[config.mk]
export PLATFORM = sky130hd
export DESIGN_NAME = nhht_ctrl
export DESIGN_NICKNAME = d
export VERILOG_FILES = /design/src/sv/nhht_pkg.sv /design/src/sv/nhht_ctrl.sv
export SDC_FILE = /design/constraint.sdc
export NUM_CORES = 1
export LEC_CHECK = 0
export BUFFER_PORTS_ARGS = -buffer_cell sky130_fd_sc_hd__buf_2
export CORE_AREA = 3 3 40 42
export DETAILED_ROUTE_END_ITERATION = 10
export DIE_AREA = 0 0 43 45
export PLACE_DENSITY = 0.4
export SLEW_MARGIN = 5
export SYNTH_ARGS = -nofsm -noshare
export SYNTH_HDL_FRONTEND = slang
export SYNTH_SLANG_ARGS = --single-unit
export TNS_END_PERCENT = 100
[constraint.sdc]
create_clock -name i_clk -period 1.12 [get_ports i_clk]
set_input_delay 0.168 -clock i_clk [delete_from_list [all_inputs] [get_ports i_clk]]
set_output_delay 0.168 -clock i_clk [all_outputs]
set_load 0.01 [all_outputs]
[src/sv/nhht_pkg.sv]
// ----------------------------------------------------------------------------
// nhht_pkg: shared types for the next-hop hash table
// Node ID width, the stored entry layout and the controller/datapath link.
// ----------------------------------------------------------------------------
package nhht_pkg;

    localparam int ID_W = 8;

    typedef struct packed {
        logic [ID_W-1:0] dest;
        logic [ID_W-1:0] next;
    } t_entry;

    // Commands from controller to datapath, one step per cycle.
    typedef struct packed {
        logic accept;     // capture the request beat
        logic hash_quot;  // dest / SLOTS by reciprocal multiply
        logic hash_rem;   // bucket = dest - quot * SLOTS
        logic load_base;  // bucket base address and fill count
        logic scan;       // issue the next way read of the chain
        logic finish;     // write back and load the response
    } t_cmd;

    // Status from datapath to controller.
    typedef struct packed {
        logic scan_done;  // match found or chain fully compared
        logic out_free;   // response register can take a new beat
    } t_status;

endpackage

[src/sv/nhht_ctrl.sv]
// ----------------------------------------------------------------------------
// nhht_ctrl: sequencer of the next-hop hash table
// Steps one request through hash, chain scan and write back.
// ----------------------------------------------------------------------------
module nhht_ctrl
    import nhht_pkg::*;
(
    input  logic    i_clk,
    input  logic    i_rst_n,
    input  logic    i_req_valid,
    output logic    o_req_ready,
    input  t_status i_status,
    output t_cmd    o_cmd
);

    typedef enum logic [2:0] {
        S_IDLE,
        S_QUOT,
        S_REM,
        S_BASE,
        S_SCAN,
        S_FIN
    } t_state;

    t_state r_state, n_state;
    logic   r_in_ready;

    always_comb begin
        n_state = r_state;
        case (r_state)
            S_IDLE: if (i_req_valid && r_in_ready) n_state = S_QUOT;
            S_QUOT: n_state = S_REM;
            S_REM:  n_state = S_BASE;
            S_BASE: n_state = S_SCAN;
            S_SCAN: if (i_status.scan_done) n_state = S_FIN;
            S_FIN:  if (i_status.out_free) n_state = S_IDLE;
            default: n_state = S_IDLE;
        endcase
    end

    always_ff @(posedge i_clk) begin
        if (!i_rst_n) begin
            r_state    <= S_IDLE;
            r_in_ready <= 1'b0;
        end else begin
            r_state    <= n_state;
            r_in_ready <= (n_state == S_IDLE);
        end
    end

    always_comb begin
        o_cmd           = '0;
        o_cmd.accept    = (r_state == S_IDLE) && i_req_valid && r_in_ready;
        o_cmd.hash_quot = (r_state == S_QUOT);
        o_cmd.hash_rem  = (r_state == S_REM);
        o_cmd.load_base = (r_state == S_BASE);
        o_cmd.scan      = (r_state == S_SCAN);
        o_cmd.finish    = (r_state == S_FIN) && i_status.out_free;
    end

    assign o_req_ready = r_in_ready;

endmodule

==> metrics <==
min Tclk post-route=1210 ps; dominant cells by area after synthesis=dfxtp_1 33%, nor3b_2 10%, o21a_1 9.4%, a21oi_2 7.3%, nand2_1 6.3%; crit start category=register; Layout area overhead=63.5%; power per cell area=1240 nW/µm²; family with the most delay on the worst path=flip-flops; Max clock buf depth=2; Seq pwr share=38.3%; via/cell ratio=4.41; Clock Power Share=37.6%; Vias=269; setup tns final=-424 ps; post-place setup slack=81.9 ps; Final Max Tran Viols=0; Detailed Route WL=621 µm; critical path, cell by cell=buf_6, nor3b_4, buf_2; setup violators final=6; CTS tree=done; worst rel slew slack=88.1%; GP Congestion=0.668; Final Hold Fails=0; max cap viols=0; Detailed Routing Iterations Pass 1=4; biggest area consumer among synthesized cells=dfxtp_1; failing checks=negative setup slack; Seq/Total Area, Yosys=33.3%; core area=1280 µm²; largest net degree at the start of global routing=9; Antenna Nets Post-Route=0; Post-Synthesis Cells=29; share of cells above drive strength 1=60.9%; Sw Share=29.0%; clk root buf=clkbuf_4; number of global-route vias before repair=224; part of the cycle the worst path needs=108%; clk slew on worst S/H paths=40 ps; Design Power=0.000486 W; Initial Util=18.7%; Post-Synthesis Mean Instance Area=8.28 µm²; buffers and inverters on the worst path=2; final instance area=393 µm²; FF+latch count, synth=4; synthesized cell area=240 µm²; worst skew pair latency=240 ps; Die X=43 µm; Final WS setup=-93.9 ps; unrepaired setup endpoints after global routing=true; Max VDD drop=0.000763 V; die height=45 µm; leakage=0.176 nW; clock sink total=4; H-tree depth=1; Die Area=1940 µm²; routed wire length per instance=10.2 µm; Req. time, crit path=950 ps; crit path capture type=output pin; Gate power share=24.1%; Post-Syn Nets=34; grt total ovfl=0; first-pass GRT wire length=945 µm; GRT Util Overall=7.25%; number of remaining DRC errors=0; critical path's slowest cell=dfxtp_2; P_int=0.000346 W; worst setup path class=reg -> out; Num CTS Buffers=3; sw power=0.000141 W; top cell type's share of synthesized area=33.3%; Hold-fix buffers, CTS=0; Peak Freq=0.824 GHz; Ports=12; placed cell area=318 µm²; antenna fix cells=0; Unique masters post-synth=14; HP Class=in -> reg; worst slew pin tran=177 ps; PortBufs=11; Final HPWL DP=427 µm; synthesis warning total=0; skew final=12.0 ps; arrival time worst endpoint=1050 ps; Std-Cell Rows=13; Starting DRT DRC Count=4; Max stage delay on crit path=340 ps; # nets final=53; CP Max Fanout=4; outcome=complete, but fails checks; antenna violations before repair=0
## through the flow
step	hold WS [ps]	cells	util, %
finish	209	61	30.6
global route	207	61	30.6
CTS	197	61	29.7
detailed placement	457	56	24.7
global placement	454	56	24.7
floorplan	285	29	-
## sequential cells by signal, summed over array words and instances, names as in the netlist
name         flops
r_state          3
o_req_ready      1
## routing by layer
metal	up-vias	global-route usage (%)	share of wire (%)	wire [µm]
met2	12	8.38	43	269
met1	122	8.94	45	282
li1	135	-	-	-
met5	-	0	0	0
met4	0	1.81	0	0
met3	0	7.57	11	70
## cell type report
class | instances | area, µm²
Sequential cell | 4 | 88.8
Clock buffer | 3 | 22.5
Tap cell | 15 | 18.8
Multi-Input combinational cell | 24 | 174
Timing Repair Buffer | 15 | 88.8
Fill cell | 140 | 892
## repair_timing
action                                  in CTS  in global routing
buffers inserted                             2                  0
endpoints found under the setup margin       6                  6
pin swaps                                    3                  1
resized for setup                            8                  3
## synthesized netlist by cell type
cell,count
a21oi_1,2
a21oi_2,2
buf_6,1
dfxtp_1,4
nand2_1,4
nand2b_1,2
nand2b_2,1
nand3_1,1
nor2_1,3
nor2b_1,1
nor3_1,2
nor3b_2,2
o21a_1,3
o21ai_0,1
## cells in the final DEF (no fill, tap or decap)
cell type	netlist	routed
dfxtp_2	0	1
buf_4	0	3
o21a_1	3	3
buf_2	0	11
nor3b_2	2	1
nor2_1	3	2
nand2b_4	0	1
dfxtp_4	0	2
clkbuf_4	0	3
nor3_1	2	1
dfxtp_1	4	1
nor2_2	0	1
nor3_4	0	1
a21oi_2	2	2
a21oi_1	2	2
nand2_1	4	4
nor2b_1	1	1
buf_6	1	1
nor3b_4	0	1
nand2b_1	2	2
o21ai_0	1	1
nand3_1	1	1
## logic make-up after synthesis
kind of cell	synth area share [%]
flip-flops	33.3
AND/OR/NAND/NOR	39.1
AO/OA/AOI/OAI	22.9
buffers and inverters	4.69
## power groups by stage
stage / sequential (W) / combinational [W] / clock [W]
2_1_floorplan: 0.000175 / 0.0000710 / 0
3_3_place_gp: 0.000179 / 0.000106 / 0
3_5_place_dp: 0.000179 / 0.000104 / 0
4_1_cts: 0.000182 / 0.000115 / 0.000193
5_1_grt: 0.000189 / 0.000130 / 0.000207
6_report: 0.000186 / 0.000117 / 0.000183
## path summary, 6_finish.rpt
kind                                     to         from  slack, ps  cells after the start
worst min-delay path             r_state[0]      i_rst_n        210                      2
worst min register to register  o_req_ready  o_req_ready        540                      3
worst max register to register   r_state[2]   r_state[2]        130                      5
worst max-delay path               o_cmd[4]   r_state[2]        -90                      3
Power figures use the tool's default switching activity.
