### config.mk
export PLATFORM = sky130hd
export DESIGN_NAME = nhht_datapath
export DESIGN_NICKNAME = d
export VERILOG_FILES = /design/src/sv/nhht_pkg.sv /design/src/sv/nhht_datapath.sv
export SDC_FILE = /design/constraint.sdc
export NUM_CORES = 1
export LEC_CHECK = 0
export ABC_AREA = 1
export BUFFER_PORTS_ARGS = -buffer_cell sky130_fd_sc_hd__buf_2
export CORE_UTILIZATION = 30
export CTS_BUF_LIST = sky130_fd_sc_hd__clkbuf_4 sky130_fd_sc_hd__clkbuf_8 sky130_fd_sc_hd__clkbuf_16
export DETAILED_ROUTE_END_ITERATION = 10
export PLACE_DENSITY_LB_ADDON = 0.25
export SYNTH_ARGS = -nofsm -noshare
export SYNTH_HDL_FRONTEND = slang
export SYNTH_SLANG_ARGS = --single-unit
### constraint.sdc
create_clock -name i_clk -period 5.5 [get_ports i_clk]
set_input_delay 1.1 -clock i_clk [delete_from_list [all_inputs] [get_ports i_clk]]
set_output_delay 1.1 -clock i_clk [all_outputs]
set_load 0.005 [all_outputs]
### src/sv/nhht_pkg.sv
// ----------------------------------------------------------------------------
// nhht_pkg: shared types for the next-hop hash table
// Node ID width, the stored entry layout and the controller/datapath link.
// ----------------------------------------------------------------------------
package nhht_pkg;

    localparam int ID_W = 8;

    typedef struct packed {
        logic [ID_W-1:0] dest;
        logic [ID_W-1:0] next;
    } t_entry;

    // Commands from controller to datapath, one step per cycle.
    typedef struct packed {
        logic accept;     // capture the request beat
        logic hash_quot;  // dest / SLOTS by reciprocal multiply
        logic hash_rem;   // bucket = dest - quot * SLOTS
        logic load_base;  // bucket base address and fill count
        logic scan;       // issue the next way read of the chain
        logic finish;     // write back and load the response
    } t_cmd;

    // Status from datapath to controller.
    typedef struct packed {
        logic scan_done;  // match found or chain fully compared
        logic out_free;   // response register can take a new beat
    } t_status;

endpackage

### src/sv/nhht_datapath.sv
// ----------------------------------------------------------------------------
// nhht_datapath: hashing, entry memory and response register
// Holds the chained entries, per-bucket fill counts and the compare logic.
// ----------------------------------------------------------------------------
module nhht_datapath
    import nhht_pkg::*;
#(
    parameter int SLOTS = 16,
    parameter int WAYS  = 4
) (
    input  logic            i_clk,
    input  logic            i_rst_n,
    input  t_cmd            i_cmd,
    output t_status         o_status,
    input  logic            i_mode,
    input  logic [ID_W-1:0] i_dest_id,
    input  logic [ID_W-1:0] i_next_hop_in,
    input  logic            i_rsp_ready,
    output logic            o_rsp_valid,
    output logic            o_hit,
    output logic [ID_W-1:0] o_next_hop,
    output logic            o_overflow
);

    localparam int DEPTH  = SLOTS * WAYS;
    localparam int ADDR_W = (DEPTH > 1) ? $clog2(DEPTH) : 1;
    localparam int BKT_W  = (SLOTS > 1) ? $clog2(SLOTS) : 1;
    localparam int WAY_W  = (WAYS > 1) ? $clog2(WAYS) : 1;
    localparam int FILL_W = $clog2(WAYS + 1);
    // floor(2^16 / SLOTS) + 1 gives an exact quotient for any 8-bit key
    localparam int RECIP  = 65536 / SLOTS + 1;
    localparam int PROD_W = ID_W + 17;

    t_entry            mem [DEPTH];
    logic [FILL_W-1:0] r_fill_cnt [SLOTS];

    logic              r_mode;
    logic [ID_W-1:0]   r_dest;
    logic [ID_W-1:0]   r_nh;
    logic [ID_W-1:0]   r_quot;
    logic [BKT_W-1:0]  r_bucket;
    logic [ADDR_W-1:0] r_base;
    logic [FILL_W-1:0] r_fill;
    logic [FILL_W-1:0] r_way;
    logic              r_rd_vld;
    logic [WAY_W-1:0]  r_rd_way;
    t_entry            r_rd_data;
    logic              r_found;
    logic [WAY_W-1:0]  r_match_way;
    logic [ID_W-1:0]   r_match_next;
    logic              r_out_valid;
    logic              r_hit;
    logic [ID_W-1:0]   r_next_hop;
    logic              r_overflow;

    logic [PROD_W-1:0] quot_prod;
    logic [16:0]       quot_sl;
    logic [16:0]       rem_full;
    logic              rd_en;
    logic [ADDR_W-1:0] rd_addr;
    logic              wr_en;
    logic              wr_append;
    logic [ADDR_W-1:0] wr_addr;
    logic              bucket_full;

    assign quot_prod = PROD_W'(r_dest) * PROD_W'(RECIP);
    assign quot_sl   = 17'(r_quot) * 17'(SLOTS);
    assign rem_full  = 17'(r_dest) - quot_sl;

    assign rd_en   = i_cmd.scan && (r_way < r_fill) && !r_found;
    assign rd_addr = r_base + ADDR_W'(r_way);

    assign bucket_full = (r_fill == FILL_W'(WAYS));
    assign wr_append   = i_cmd.finish && r_mode && !r_found && !bucket_full;
    assign wr_en       = (i_cmd.finish && r_mode && r_found) || wr_append;
    assign wr_addr     = r_found ? r_base + ADDR_W'(r_match_way)
                                 : r_base + ADDR_W'(r_fill);

    assign o_status.scan_done = r_found || ((r_way == r_fill) && !r_rd_vld);
    assign o_status.out_free  = !r_out_valid || i_rsp_ready;

    // Entry memory: one write and one registered read per cycle.
    always_ff @(posedge i_clk) begin
        if (wr_en) begin
            mem[wr_addr] <= '{dest: r_dest, next: r_nh};
        end
        if (rd_en) begin
            r_rd_data <= mem[rd_addr];
        end
    end

    // Request capture, hashing, chain compare and response load.
    always_ff @(posedge i_clk) begin
        if (i_cmd.accept) begin
            r_mode <= i_mode;
            r_dest <= i_dest_id;
            r_nh   <= i_next_hop_in;
        end
        if (i_cmd.hash_quot) begin
            r_quot <= quot_prod[16 +: ID_W];
        end
        if (i_cmd.hash_rem) begin
            r_bucket <= rem_full[BKT_W-1:0];
        end
        if (i_cmd.load_base) begin
            r_base <= ADDR_W'(32'(r_bucket) * 32'(WAYS));
            r_fill <= r_fill_cnt[r_bucket];
        end
        if (rd_en) begin
            r_rd_way <= r_way[WAY_W-1:0];
        end
        if (r_rd_vld && !r_found && (r_rd_data.dest == r_dest)) begin
            r_match_way  <= r_rd_way;
            r_match_next <= r_rd_data.next;
        end
        if (i_cmd.finish) begin
            r_hit      <= r_found;
            r_next_hop <= (!r_mode && r_found) ? r_match_next : '0;
            r_overflow <= r_mode && !r_found && bucket_full;
        end
    end

    // Control state: scan progress, fill counts, response valid.
    always_ff @(posedge i_clk) begin
        if (!i_rst_n) begin
            r_way       <= '0;
            r_rd_vld    <= 1'b0;
            r_found     <= 1'b0;
            r_out_valid <= 1'b0;
            for (int s = 0; s < SLOTS; s++) begin
                r_fill_cnt[s] <= '0;
            end
        end else begin
            r_rd_vld <= rd_en;
            if (i_cmd.load_base) begin
                r_way   <= '0;
                r_found <= 1'b0;
            end else if (rd_en) begin
                r_way <= r_way + FILL_W'(1);
            end
            if (r_rd_vld && !r_found && (r_rd_data.dest == r_dest)) begin
                r_found <= 1'b1;
            end
            if (wr_append) begin
                r_fill_cnt[r_bucket] <= r_fill + FILL_W'(1);
            end
            if (i_cmd.finish) begin
                r_out_valid <= 1'b1;
            end else if (i_rsp_ready) begin
                r_out_valid <= 1'b0;
            end
        end
    end

    assign o_rsp_valid = r_out_valid;
    assign o_hit       = r_hit;
    assign o_next_hop  = r_next_hop;
    assign o_overflow  = r_overflow;

endmodule
==> results by group <==
Floorplan
  • Initial Util: 30.2%
  • Core area: 154000 um2
  • Die W: 396 um
  • Die footprint: 157000 um2
  • Std-Cell Rows: 144
  • Die H: 396 um
  • Top Ports: 39

Run
  • Number of max-cap violations: 0

Hold path
  • Hold Crit Depth: 0
  • Hold Path Origin: r_rd_way[1]
  • Worst Hold Class: reg -> reg
  • Hold EP: r_match_way[1]

Synth
  • Most frequent cell after synthesis: nand2_1
  • Synthesis Warnings: 0
  • Primary FF master, synth: edfxtp_1
  • Cell Area, Synth: 46500 um2
  • Syn avg cell area: 11.9 um2
  • EDFF count, synth: 1138
  • Synth area leaders: edfxtp_1 74%, nand2_1 11%, nand3_1 9.4%
  • Synth unique cells: 32
  • Asr flop ratio synth: 0%
  • Yosys top cell area share: 73.5%
  • Post-synth top area cell: edfxtp_1
  • Syn_nets: 3946
  • Synth cell count leaders: 1388 x nand2_1, 1138 x edfxtp_1, 869 x nand3_1
  • Sequential element share of the synthesized area: 73.8%
  • FF+latch count, synth: 1144
  • Gate Count Post-Synth: 3910

Clocking
  • Clock sink count: 1144
  • Max clock buf depth: 3
  • CTS tree: built
  • # resized after CTS: 0
  • CTS root buf: clkbuf_16
  • Post-CTS Setup Bufs: 0
  • Worst-Skew Late Latency: 0.73 ns
  • Cts hold-fix bufs: 0
  • Clk slew on worst S/H paths: 0.06 ns
  • H-tree Lvls: 3
  • Cts bufs inserted: 117

STA
  • Final max-slew violation count: 0
  • Measured slew at the worst slew-check pin: 1.30 ns
  • RSZ-0062 raised after global routing: no
  • Worst Clk Skew: 0.0192 ns
  • Tcrit/Tclk final: 66.4%
  • Fmax: 0.274 GHz
  • Fin. Hold Viols: 0
  • # setup viols final: 0
  • Crit path time final: 3.65 ns
  • Sum Neg Setup Slack: 0 ns
  • Worst slew margin: 13.4%

Drt
  • Vias per Instance: 4.73
  • Average wire per standard cell: 20.7 um
  • First drt pass iteration count: 7
  • Initial DRC Count: 2530
  • DRC Markers: 0
  • Final WL: 127 mm
  • Post-route ant nets: 0
  • Via Count: 28900

Placement
  • GPL Wtd Cong: 0.844
  • Placed Area: 49100 um2
  • HPWL Detailed: 69.8 mm
  • PortBufs: 37

Cells and area
  • Register area: 34300 um2
  • Area growth, synth to finish: 13.7%
  • Number of fillers in the final layout: 15200
  • Multi-input gate area: 10700 um2
  • Layout cells sized above 1: 9.17%
  • Final nets: 3996
  • Final Instance Area: 52900 um2

GRT
  • First-pass GRT wire length: 186 mm
  • Initial antenna violation count: 1
  • Total gr overflow: 0
  • Vias in the first global route: 27200
  • Largest net degree at the start of global routing: 157
  • GRT Util Overall: 16.0%

Power
  • P_leak: 18.9 nW
  • Peak VDD IR: 0.254 mV
  • Power Density: 359 nW/um2

Setup path
  • Worst path cell trace: inv_1, or2_0, o21ai_1, inv_1, nor2_1, nand2_1, nor2_1, buf_4
  • Reg2reg start: r_found
  • Crit path launch type: flip-flop
  • Worst r2r dst: mem[38][1]
  • CP required: 5.93 ns
  • Worst path max stage delay: 0.78 ns
  • R2R Setup Slk: 1.85 ns
  • Max FO, Critical Path: 15
  • CP max stage cell: dfxtp_1
  • Worst reg2reg path depth: 8
  • Critical Path AT: 4.08 ns
  • Critical path class: reg -> reg
  • Crit. End Element: flip-flop

Status
  • Status: complete, no violations
placed cells by master (no fill, tap or decap), drive strengths merged:
cell      Yosys  final
clkinv        0     52
clkinvlp      0      4
xor2          4      4
bufinv        0      7
buf         169    162
nand4         4      4
nor3b         3      3
o21ai         9      9
a21oi         6      6
diode         0      4
inv          51     57
clkbuf       62    148
xnor2         3      3
nor4          2      2
nor2        148    148
dfxtp         6      6
or2           4      4
nor3          6      6
a22oi        24     24
o21bai        1      1
edfxtp     1138   1138
nand2      1388   1388
nand3       869    869
and3          2      2
o211ai        1      1
ha           10     10
cell type report:
class / count / share of cell area, %
sequential: 1144 / 64.9
clock buffer: 148 / 6.03
clock inverter: 69 / 1.11
antenna: 4 / 0.0189
inverter: 51 / 0.395
tap: 2044 / 4.84
timing repair buffer: 162 / 2.41
multi-input combinational: 2484 / 20.3
report_power, final:
group	leakage, nW	switching [mW]	internal, mW
sequential	10.4	0.0685	9.75
combinational	6.57	1.04	0.301
clock	1.89	3.39	4.43
critical path: cells and delay by family (launching register included):
family / cells / cell delay, ns
buffers and inverters: 3 / 0.64
and+or+nand+nor: 4 / 1.70
AOI/OAI and AO/OA: 1 / 0.22
DFF: 1 / 0.78
worst max-delay path by stage:
stage | from | endpoint | slack, ns | depth (start not counted)
global route | r_found | mem[38][13] | 1.64 | 8
finish | r_found | mem[38][1] | 1.85 | 8
global placement | i_cmd[0] | mem[38][11] | 1.58 | 7
floorplan | r_fill[0] | mem[11][0] | 2.68 | 9
detailed placement | i_cmd[0] | mem[38][14] | 1.58 | 7
CTS | r_found | mem[38][9] | 1.91 | 8
per-stage QoR:
step	util [%]	power [mW]	worst slack, ns	instances	hold slack, ns
after floorplan	-	10.8	2.68	3910	0.400
after global placement	31.9	11.3	1.58	5885	0.401
after detailed placement	31.9	11.4	1.58	5885	0.405
after CTS	34.4	19.2	1.91	6102	0.419
after global routing	34.4	19.6	1.64	6102	0.422
final	34.4	19.0	1.85	6106	0.419
cells by family (layout without fill, tap and decap cells):
family | Yosys count | after routing | synth area share (%)
AO/OA/AOI/OAI | 41 | 41 | 0.581
adder cells (fa/ha/maj) | 10 | 10 | 0.269
other | 0 | 4 | 0
buffers and inverters | 282 | 430 | 3.18
flip-flops | 1144 | 1144 | 73.8
AND/OR/NAND/NOR | 2426 | 2426 | 22.0
XOR/XNOR | 7 | 7 | 0.148
flip-flops by register name, summed over array words and instances, names as in the netlist, 2 cells and up:
signal        cells
mem            1024
o_next_hop        8
r_base            4
r_bucket          4
r_dest            8
r_fill            3
r_fill_cnt       48
r_match_next      8
r_match_way       2
r_nh              8
r_rd_data        16
r_rd_way          2
r_way             3
per-layer routing:
metal,track usage (%),wire length [um],up-vias
li1,-,-,13800
met1,23.5,60000,14200
met2,24.4,56800,751
met3,2.52,7110,140
met4,4.10,2580,0
met5,0,0,-
Power figures use the tool's default switching activity.
